===== config.mk =====
export PLATFORM = sky130hd
export DESIGN_NAME = monotonic_piecewise_linear_curve_unit
export DESIGN_NICKNAME = d
export VERILOG_FILES = /design/src/hw/rtl/pcl_pkg.sv /design/src/hw/rtl/pcl_dp.sv /design/src/hw/rtl/pcl_ctrl.sv /design/src/hw/rtl/monotonic_piecewise_linear_curve_unit.sv
export VERILOG_INCLUDE_DIRS = /design/src /design/src/hw/rtl
export SDC_FILE = /design/constraint.sdc
export NUM_CORES = 2
export LEC_CHECK = 0
export BUFFER_PORTS_ARGS = -buffer_cell sky130_fd_sc_hd__buf_4
export CORE_UTILIZATION = 31
export CTS_CLUSTER_DIAMETER = 30
export DETAILED_ROUTE_END_ITERATION = 8
export PLACE_DENSITY = 0.41
export SYNTH_ARGS = -nofsm -noshare
export SYNTH_HDL_FRONTEND = slang
export SYNTH_SLANG_ARGS = --single-unit

===== constraint.sdc =====
create_clock -name clk -period 22.8 [get_ports clk]
set_clock_uncertainty 0.1 [all_clocks]
set_input_delay 5.7 -clock clk [delete_from_list [all_inputs] [get_ports clk]]
set_output_delay 5.7 -clock clk [all_outputs]
set_load 0.1 [all_outputs]

===== src/hw/rtl/assert_macros.svh =====
// Assertion macros shared by the curve unit RTL.
// Depends on nothing; each macro wraps one clocked concurrent assertion.
`ifndef ASSERT_MACROS_SVH
`define ASSERT_MACROS_SVH

// Property that must hold at every edge out of reset.
`define ASSERT_ALWAYS(label, clk, rst, prop, msg) \
  label: assert property (@(posedge clk) disable iff (rst) (prop)) else $error(msg);

// Same-cycle implication.
`define ASSERT_IMPL(label, clk, rst, ante, cons, msg) \
  label: assert property (@(posedge clk) disable iff (rst) (ante) |-> (cons)) else $error(msg);

// Next-cycle implication.
`define ASSERT_NEXT(label, clk, rst, ante, cons, msg) \
  label: assert property (@(posedge clk) disable iff (rst) (ante) |=> (cons)) else $error(msg);

`endif


===== src/hw/rtl/pcl_pkg.sv =====
// Shared types, sizes and codes for the piecewise linear curve unit.
// Depends on nothing; used by pcl_ctrl, pcl_dp and the top level.
`timescale 1ns / 1ps
`default_nettype none
package pcl_pkg;

  localparam int VW         = 16;
  localparam int MAX_POINTS = 16;
  localparam int AW         = $clog2(MAX_POINTS);
  localparam int CNTW       = $clog2(MAX_POINTS + 1);
  localparam int PCW        = 5;
  localparam int DCW        = $clog2(VW);

  localparam logic [1:0] OP_ADD   = 2'd0;
  localparam logic [1:0] OP_CLEAR = 2'd1;
  localparam logic [1:0] OP_FWD   = 2'd2;
  localparam logic [1:0] OP_INV   = 2'd3;

  localparam logic [1:0] ST_OK   = 2'd0;
  localparam logic [1:0] ST_MONO = 2'd1;
  localparam logic [1:0] ST_FULL = 2'd2;

  typedef struct packed {
    logic [1:0]           operation;
    logic signed [VW-1:0] point_x;
    logic signed [VW-1:0] point_y;
    logic signed [VW-1:0] query;
  } in_word_t;

  typedef struct packed {
    logic signed [VW-1:0] value;
    logic [1:0]           status;
    logic [PCW-1:0]       point_count;
  } out_word_t;

  typedef struct packed {
    logic load;
    logic clear;
    logic set_full;
    logic find_step;
    logic set_pos;
    logic chk_step;
    logic set_mono;
    logic commit;
    logic res_single;
    logic walk_step;
    logic res_prev;
    logic res_cur;
    logic seg_load;
    logic mul;
    logic div_step;
    logic fin;
    logic out_load;
  } cmd_t;

  typedef struct packed {
    logic [1:0] op;
    logic count_zero;
    logic count_one;
    logic full;
    logic find_go;
    logic chk_bad;
    logic chk_last;
    logic walk_first;
    logic walk_second;
    logic reach_prev;
    logic reach_cur;
    logic key_eq;
    logic walk_last;
    logic div_last;
  } sts_t;

endpackage
`default_nettype wire


===== src/hw/rtl/pcl_dp.sv =====
// Datapath of the curve unit: point table, walk registers, multiplier and divider.
// Depends on pcl_pkg and assert_macros.svh; driven by pcl_ctrl commands.
`timescale 1ns / 1ps
`default_nettype none
`include "assert_macros.svh"
module pcl_dp (
  input  wire               clk,
  input  wire               rst,
  input  wire pcl_pkg::in_word_t item,
  input  wire pcl_pkg::cmd_t     cmd,
  output pcl_pkg::sts_t     sts,
  output pcl_pkg::out_word_t result
);
  import pcl_pkg::*;

  logic [1:0]           op;
  logic signed [VW-1:0] px, py, qv;
  logic signed [VW-1:0] x_mem [MAX_POINTS];
  logic signed [VW-1:0] y_mem [MAX_POINTS];
  logic [CNTW-1:0]      count, idx, pos;
  logic signed [VW-1:0] prev_k, prev_v;
  logic                 dir;
  logic signed [VW-1:0] res_value;
  logic [1:0]           res_status;
  logic signed [VW-1:0] b0;
  logic                 neg;
  logic [VW-1:0]        mag_num, mag_dq, den;
  logic [VW-1:0]        rem, quo;
  logic [DCW-1:0]       dcnt;

  logic [CNTW-1:0]      addr_full;
  logic [AW-1:0]        raddr;
  logic signed [VW-1:0] rd_x, rd_y, ty, key, val;
  logic                 use_x, chk_dir, w_dir;
  logic signed [VW:0]   num, dq, dd;
  logic [2*VW-1:0]      prod;
  logic [VW:0]          trial;
  logic                 ge;

  function automatic logic [VW-1:0] mag(input logic signed [VW:0] v);
    logic signed [VW:0] a;
    a = v[VW] ? -v : v;
    return a[VW-1:0];
  endfunction

  // Entries past the insert point read one slot lower while checking.
  always_comb begin
    addr_full = (idx > pos) ? idx - CNTW'(1) : idx;
    raddr     = addr_full[AW-1:0];
    rd_x      = x_mem[raddr];
    rd_y      = y_mem[raddr];
    ty        = (idx == pos) ? py : rd_y;
    use_x     = (op == OP_FWD);
    key       = use_x ? rd_x : rd_y;
    val       = use_x ? rd_y : rd_x;
    chk_dir   = (idx == CNTW'(1)) ? (ty >= prev_k) : dir;
    w_dir     = (idx == CNTW'(1)) ? (use_x || (key >= prev_k)) : dir;
    num       = {val[VW-1], val} - {prev_v[VW-1], prev_v};
    dq        = {qv[VW-1], qv} - {prev_k[VW-1], prev_k};
    dd        = {key[VW-1], key} - {prev_k[VW-1], prev_k};
    prod      = mag_num * mag_dq;
    trial     = {rem, quo[VW-1]};
    ge        = trial >= {1'b0, den};
  end

  always_comb begin
    sts.op          = op;
    sts.count_zero  = (count == '0);
    sts.count_one   = (count == CNTW'(1));
    sts.full        = (count >= CNTW'(MAX_POINTS));
    sts.find_go     = (idx < count) && (rd_x < px);
    sts.chk_bad     = (idx != '0) && (chk_dir ? (ty <= prev_k) : (ty >= prev_k));
    sts.chk_last    = (idx == count);
    sts.walk_first  = (idx == '0);
    sts.walk_second = (idx == CNTW'(1));
    sts.reach_prev  = w_dir ? (prev_k >= qv) : (prev_k <= qv);
    sts.reach_cur   = w_dir ? (key >= qv) : (key <= qv);
    sts.key_eq      = (key == qv);
    sts.walk_last   = (idx == count - CNTW'(1));
    sts.div_last    = (dcnt == DCW'(VW - 1));
  end

  always_ff @(posedge clk) begin
    if (rst) begin
      count <= '0;
    end else if (cmd.clear) begin
      count <= '0;
    end else if (cmd.commit) begin
      count <= count + CNTW'(1);
    end
  end

  // Insert: shift entries at and above the slot up by one, drop the new point in.
  always_ff @(posedge clk) begin
    if (cmd.commit) begin
      if (pos == '0) begin
        x_mem[0] <= px;
        y_mem[0] <= py;
      end
      for (int e = 1; e < MAX_POINTS; e++) begin
        if (CNTW'(e) == pos) begin
          x_mem[e] <= px;
          y_mem[e] <= py;
        end else if (CNTW'(e) > pos) begin
          x_mem[e] <= x_mem[e-1];
          y_mem[e] <= y_mem[e-1];
        end
      end
    end
  end

  always_ff @(posedge clk) begin
    if (cmd.load) begin
      op         <= item.operation;
      px         <= item.point_x;
      py         <= item.point_y;
      qv         <= item.query;
      idx        <= '0;
      pos        <= '1;
      res_value  <= '0;
      res_status <= ST_OK;
    end
    if (cmd.set_full) res_status <= ST_FULL;
    if (cmd.set_mono) res_status <= ST_MONO;
    if (cmd.find_step) idx <= idx + CNTW'(1);
    if (cmd.set_pos) begin
      pos <= idx;
      idx <= '0;
    end
    if (cmd.chk_step) begin
      prev_k <= ty;
      if (idx == CNTW'(1)) dir <= chk_dir;
      idx <= idx + CNTW'(1);
    end
    if (cmd.walk_step) begin
      prev_k <= key;
      prev_v <= val;
      if (idx == CNTW'(1)) dir <= w_dir;
      idx <= idx + CNTW'(1);
    end
    if (cmd.res_single) res_value <= val;
    if (cmd.res_prev) res_value <= prev_v;
    if (cmd.res_cur) res_value <= val;
    if (cmd.seg_load) begin
      b0      <= prev_v;
      neg     <= num[VW] ^ dq[VW] ^ dd[VW];
      mag_num <= mag(num);
      mag_dq  <= mag(dq);
      den     <= mag(dd);
    end
    if (cmd.mul) begin
      rem  <= prod[2*VW-1:VW];
      quo  <= prod[VW-1:0];
      dcnt <= '0;
    end
    if (cmd.div_step) begin
      rem  <= ge ? VW'(trial - {1'b0, den}) : trial[VW-1:0];
      quo  <= {quo[VW-2:0], ge};
      dcnt <= dcnt + DCW'(1);
    end
    if (cmd.fin) res_value <= b0 + (neg ? (~quo + VW'(1)) : quo);
    if (cmd.out_load) begin
      result.value       <= res_value;
      result.status      <= res_status;
      result.point_count <= PCW'(count);
    end
  end

  `ASSERT_ALWAYS(a_count_max, clk, rst, count <= CNTW'(MAX_POINTS), "point count above table size")
  `ASSERT_IMPL(a_commit_room, clk, rst, cmd.commit, count < CNTW'(MAX_POINTS), "insert into full table")

endmodule
`default_nettype wire


===== src/hw/rtl/pcl_ctrl.sv =====
// Sequencer of the curve unit: input/output handshake and per-operation steps.
// Depends on pcl_pkg and assert_macros.svh; commands pcl_dp.
`timescale 1ns / 1ps
`default_nettype none
`include "assert_macros.svh"
module pcl_ctrl (
  input  wire            clk,
  input  wire            rst,
  input  wire            item_valid,
  output logic           item_stall,
  output logic           result_valid,
  input  wire            result_stall,
  input  wire pcl_pkg::sts_t  sts,
  output pcl_pkg::cmd_t  cmd
);
  import pcl_pkg::*;

  localparam logic [3:0] S_IDLE   = 4'd0;
  localparam logic [3:0] S_DISP   = 4'd1;
  localparam logic [3:0] S_FIND   = 4'd2;
  localparam logic [3:0] S_CHECK  = 4'd3;
  localparam logic [3:0] S_COMMIT = 4'd4;
  localparam logic [3:0] S_WALK   = 4'd5;
  localparam logic [3:0] S_MUL    = 4'd6;
  localparam logic [3:0] S_DIV    = 4'd7;
  localparam logic [3:0] S_FINAL  = 4'd8;
  localparam logic [3:0] S_DONE   = 4'd9;
  localparam logic [3:0] S_TIE    = 4'd10;

  logic [3:0] state, state_next;

  assign item_stall = (state != S_IDLE);

  always_comb begin
    cmd        = '0;
    state_next = state;
    unique case (state)
      S_IDLE: begin
        if (item_valid) begin
          cmd.load   = 1'b1;
          state_next = S_DISP;
        end
      end
      S_DISP: begin
        unique case (sts.op)
          OP_CLEAR: begin
            cmd.clear  = 1'b1;
            state_next = S_DONE;
          end
          OP_ADD: begin
            if (sts.full) begin
              cmd.set_full = 1'b1;
              state_next   = S_DONE;
            end else begin
              state_next = S_FIND;
            end
          end
          default: begin
            if (sts.count_zero) begin
              state_next = S_DONE;
            end else if (sts.count_one) begin
              cmd.res_single = 1'b1;
              state_next     = S_DONE;
            end else begin
              state_next = S_WALK;
            end
          end
        endcase
      end
      S_FIND: begin
        if (sts.find_go) begin
          cmd.find_step = 1'b1;
        end else begin
          cmd.set_pos = 1'b1;
          state_next  = S_CHECK;
        end
      end
      S_CHECK: begin
        priority if (sts.chk_bad) begin
          cmd.set_mono = 1'b1;
          state_next   = S_DONE;
        end else if (sts.chk_last) begin
          state_next = S_COMMIT;
        end else begin
          cmd.chk_step = 1'b1;
        end
      end
      S_COMMIT: begin
        cmd.commit = 1'b1;
        state_next = S_DONE;
      end
      S_WALK: begin
        priority if (sts.walk_first) begin
          cmd.walk_step = 1'b1;
        end else if (sts.walk_second && sts.reach_prev) begin
          cmd.res_prev = 1'b1;
          state_next   = S_DONE;
        end else if (sts.reach_cur && !sts.key_eq) begin
          cmd.seg_load = 1'b1;
          state_next   = S_MUL;
        end else if (sts.reach_cur) begin
          // Exact hit on a key: take its value, then skip equal keys after it,
          // so that a run of equal keys ending on the last key gives the last point.
          cmd.res_cur = 1'b1;
          if (sts.walk_last) begin
            state_next = S_DONE;
          end else begin
            cmd.find_step = 1'b1;
            state_next    = S_TIE;
          end
        end else if (sts.walk_last) begin
          cmd.res_cur = 1'b1;
          state_next  = S_DONE;
        end else begin
          cmd.walk_step = 1'b1;
        end
      end
      S_TIE: begin
        priority if (!sts.key_eq) begin
          state_next = S_DONE;
        end else if (sts.walk_last) begin
          cmd.res_cur = 1'b1;
          state_next  = S_DONE;
        end else begin
          cmd.find_step = 1'b1;
        end
      end
      S_MUL: begin
        cmd.mul    = 1'b1;
        state_next = S_DIV;
      end
      S_DIV: begin
        cmd.div_step = 1'b1;
        if (sts.div_last) state_next = S_FINAL;
      end
      S_FINAL: begin
        cmd.fin    = 1'b1;
        state_next = S_DONE;
      end
      S_DONE: begin
        if (!result_valid || !result_stall) begin
          cmd.out_load = 1'b1;
          state_next   = S_IDLE;
        end
      end
      default: state_next = S_IDLE;
    endcase
  end

  always_ff @(posedge clk) begin
    if (rst) begin
      state        <= S_IDLE;
      result_valid <= 1'b0;
    end else begin
      state <= state_next;
      if (cmd.out_load) begin
        result_valid <= 1'b1;
      end else if (!result_stall) begin
        result_valid <= 1'b0;
      end
    end
  end

  `ASSERT_NEXT(a_accept_disp, clk, rst, item_valid && !item_stall, state == S_DISP, "accepted word not dispatched")
  `ASSERT_IMPL(a_rise_from_done, clk, rst, $rose(result_valid), $past(state) == S_DONE, "result word without finish")
  `ASSERT_IMPL(a_final_after_div, clk, rst, state == S_FINAL, $past(state) == S_DIV, "final step out of order")

endmodule
`default_nettype wire


===== src/hw/rtl/monotonic_piecewise_linear_curve_unit.sv =====
// Add walks the table twice (slot search, then monotonic check of the new order).
// Evaluation walks the table for the segment; a query between two keys then takes one multiply and a 16-step divide.
// One word is in work at a time; the next is taken the cycle after the result word is registered.
// Reset (rst, synchronous) empties the table and drops any pending result word.
`timescale 1ns / 1ps
`default_nettype none
module monotonic_piecewise_linear_curve_unit (
  input  wire                clk,
  input  wire                rst,
  input  wire                item_valid,
  output logic               item_stall,
  input  wire pcl_pkg::in_word_t item,
  output logic               result_valid,
  input  wire                result_stall,
  output pcl_pkg::out_word_t result
);
  import pcl_pkg::*;

  // Command and status buses between the sequencer and the datapath.
  cmd_t cmd;
  sts_t sts;

  // Sequencer: handshake, and the step order for add, clear and both evaluations.
  pcl_ctrl u_ctrl (
    .clk          (clk),
    .rst          (rst),
    .item_valid   (item_valid),
    .item_stall   (item_stall),
    .result_valid (result_valid),
    .result_stall (result_stall),
    .sts          (sts),
    .cmd          (cmd)
  );

  // Datapath: sorted point table, segment walk, multiply and restoring divide,
  // and the output word register that holds until the consumer takes it.
  // Table entries hold no reset value; only entries below the point count are read.
  pcl_dp u_dp (
    .clk    (clk),
    .rst    (rst),
    .item   (item),
    .cmd    (cmd),
    .sts    (sts),
    .result (result)
  );

endmodule
`default_nettype wire

==> run metrics <==
die area=0.165 mm2; largest net degree at the start of global routing=123; Synth Area in XOR/XNOR=under 10%; register area share after synthesis=44.7%; setup TNS=0 ns; Mean Syn Cell Area=slightly above 10 um2; top cells by area, synth=edfxtp_1 (44%), fa_1 (7.9%), nand2_1 (6.9%), ha_1 (6.3%), mux2_2 (6.1%); clock buffer depth=3; reg2reg start=u_dp.pos[2]; Yosys reg bits=roughly 760; reg-to-reg endpoint=u_dp.res_value[11]; Slew headroom=21.2%; Initial DRC Count=around 2500; Multi-input gate area=roughly 0.026 mm2; layout cells sized above 1=16.4%; Routed Antenna Nets=0; Port Buf Inserts=a little under 80; global-route wire length before repair=between 200 and 300 mm; Final period util=between 40% and 50%; Post-CTS Setup Bufs=0; gpl congestion=about 0.85; Startpoint Class=flop; layout overhead on the synthesized area=20.9%; Post-Synth Simple-Gate Area=between 10% and 20%; Max-Cap Viols=0; hold buffer count at cts=0; Skew-Pair Late Insertion Delay=approximately 0.84 ns; CTS tree=yes; most frequent cells in the layout=nand2_1 (931), edfxtp_1 (745), inv_1 (377); CTS Buf Count=around 220; ys async rst share=0%; Synth Flop Type=edfxtp_1; crit path capture=u_dp.res_value[11]; Setup Viol. Count Final=0; vias in the first global route=between 30000 and 40000; initial antenna violation count=6; largest family of logic cells by synthesized area=simple AND/OR/NAND/NOR gates; top cell type by total area after synthesis=edfxtp_1; Max Freq=just over 0.1 GHz; gr ovfl total=0; via density per instance=5.16; clk sink count=about 760; Clock Pin Slew Worst Setup and Hold Paths=0.05 ns; Crit. Startpoint=u_dp.pos[2]; R2R Setup Slk=roughly 13 ns; Sequential cell area=0.0226 mm2; Final Net Count=~5500; commonest non-fill, non-tap cell in the layout=nand2_1; Crit Path Category=reg2reg; Crit. End Element=flop; IO Count=between 70 and 80; router iterations before antenna repair=5; Remaining DRCs=0; starting density of the core=31.4%; Die Y-Extent=406 um; Crit path arrival time=about 10 ns; status=complete, no violations; Filler cells=roughly 16000; worst reg2reg path depth=25; final hold violations=0; Worst EP required=23.28 ns; Post-Synth Adder-Cell Area=~14%; Compound-Gate Fraction of Synth Area=about an eighth; YS warnings=0; Die W=~410 um; Worst Tran Pin Value=approximately 1.2 ns; WHS Path Cells=0; Clock Root Buffer=clkbuf_16; H-tree depth=4; mux cell area share after synthesis=under 10%; CP max FO=77; post-synth cell types=82; gr usage total=20.5%; synthesized net count=~5400; unrepaired setup endpoints after global routing=no; core area=between 0.15 and 0.2 mm2; HP Class=reg2reg; Tmin final=9.72 ns; Post-synth EDFFs=745; Final Max Slew Viols=0; Cells after Synth=between 4000 and 5000; share of the synthesized area in the top cell type=between 40% and 50%; Post-CTS Resized=0; DP Wirelength=113 mm; Vias=~38000; routed length per instance=about 23 um; Routed WL=168 mm; mapped cell area=roughly 0.051 mm2; # rows=around 150
routing by layer:
layer | GRT usage, % | vias up | routed length, um
met5 | 0 | - | 19
li1 | - | 17700 | -
met2 | 32.6 | 883 | 77700
met1 | 28.3 | 19000 | 78900
met3 | 3.07 | 250 | 7110
met4 | 6.73 | 2 | 4420
critical path, stage by stage, from the launching register on:
cell and delay (ns):
edfxtp_1 0.76, inv_1 0.20, ha_1 0.41, nand3_1 0.18, nor2_2 0.12, buf_4 0.33, a22oi_2 0.13, buf_4 0.33
nand2_4 0.62, buf_4 0.83, a211oi_1 0.18, a311oi_1 0.34, a31oi_1 0.09, a21o_1 0.46, o21ai_0 0.52, ha_1 0.34
nand4_1 0.15, nor4_1 0.28, a21oi_1 0.11, a31oi_1 0.45, nor3_1 0.12, o31ai_2 0.31, buf_4 0.25, or2_1 0.85
o211ai_1 0.36, a32o_1 0.37
flip-flops by register name, summed over array words and instances, names as in the netlist, 2 cells and up, named ones only:
name,cells
u_dp.x_mem,256
u_dp.y_mem,256
u_dp.result,23
u_dp.b0,16
u_dp.den,16
u_dp.mag_dq,16
u_dp.mag_num,16
u_dp.prev_k,16
u_dp.prev_v,16
u_dp.px,16
u_dp.py,16
u_dp.quo,16
u_dp.qv,16
u_dp.rem,16
u_dp.res_value,16
u_dp.count,5
u_dp.idx,5
u_dp.pos,5
u_ctrl.state,4
u_dp.dcnt,4
u_dp.op,2
u_dp.res_status,2
stage by stage:
stage	area (um2)	worst slack (ns)	hold WS, ns	std cells	util (%)
2_1_floorplan	50600	12.68	0.300	4896	-
3_3_place_gp	53600	13.20	0.335	6930	33.2
3_5_place_dp	53600	13.11	0.331	6930	33.2
4_1_cts	61200	13.12	0.336	7341	37.9
5_1_grt	61200	12.48	0.345	7341	37.9
6_report	61200	13.08	0.339	7342	37.9
cells in the mapped netlist, types with 7 or more instances:
master	n
a211o_1	14
a211oi_1	87
a21o_1	58
a21oi_1	105
a311oi_1	48
a31oi_1	61
a32o_1	17
a41o_1	16
and2_1	110
and3_1	81
buf_1	25
buf_2	44
buf_4	8
clkbuf_1	207
dfxtp_1	12
edfxtp_1	745
fa_1	199
ha_1	253
inv_1	383
mux2_2	272
mux2i_1	35
mux4_2	7
nand2_1	935
nand2b_1	22
nand3_1	154
nand4_1	29
nor2_1	152
nor2b_1	26
nor3_1	39
nor4_1	11
o2111ai_1	8
o211a_1	14
o211ai_1	9
o21a_1	23
o21ai_0	358
o21bai_1	15
o31ai_1	13
o32ai_1	11
or3_1	23
or4_1	8
xnor2_1	106
xor2_1	45
cell type report:
| cell class | count | share of cell area, % |
|---|---|---|
| multi-input combinational | 3470 | 41.9 |
| sequential | 757 | 36.9 |
| clock buffer | 257 | 9.39 |
| tap | 2160 | 4.42 |
| clock inverter | 154 | 3.03 |
| inverter | 383 | 2.35 |
| timing repair buffer | 160 | 1.98 |
| antenna | 1 | 0.00409 |
how the worst min path moves through the flow:
stage | slack, ns | start | end
2_1_floorplan | 0.30 | u_dp.res_value[3] | u_dp.result[10]
3_3_place_gp | 0.34 | u_dp.res_status[1] | u_dp.result[6]
4_1_cts | 0.34 | u_dp.res_status[0] | u_dp.result[5]
3_5_place_dp | 0.33 | u_dp.res_status[0] | u_dp.result[5]
6_report | 0.34 | u_dp.res_status[0] | u_dp.result[5]
5_1_grt | 0.35 | u_dp.res_status[0] | u_dp.result[5]
logic make-up after synthesis:
logic type / Yosys count
buffers and inverters: 669
adder cells (fa/ha/maj): 452
AO/OA/AOI/OAI: 929
flip-flops: 757
AND/OR/NAND/NOR: 1623
XOR/XNOR: 151
multiplexers: 315
Power is left out: the tool's default activity adds up to more than one toggle a clock period on the data nets, which glitch-free logic cannot reach.
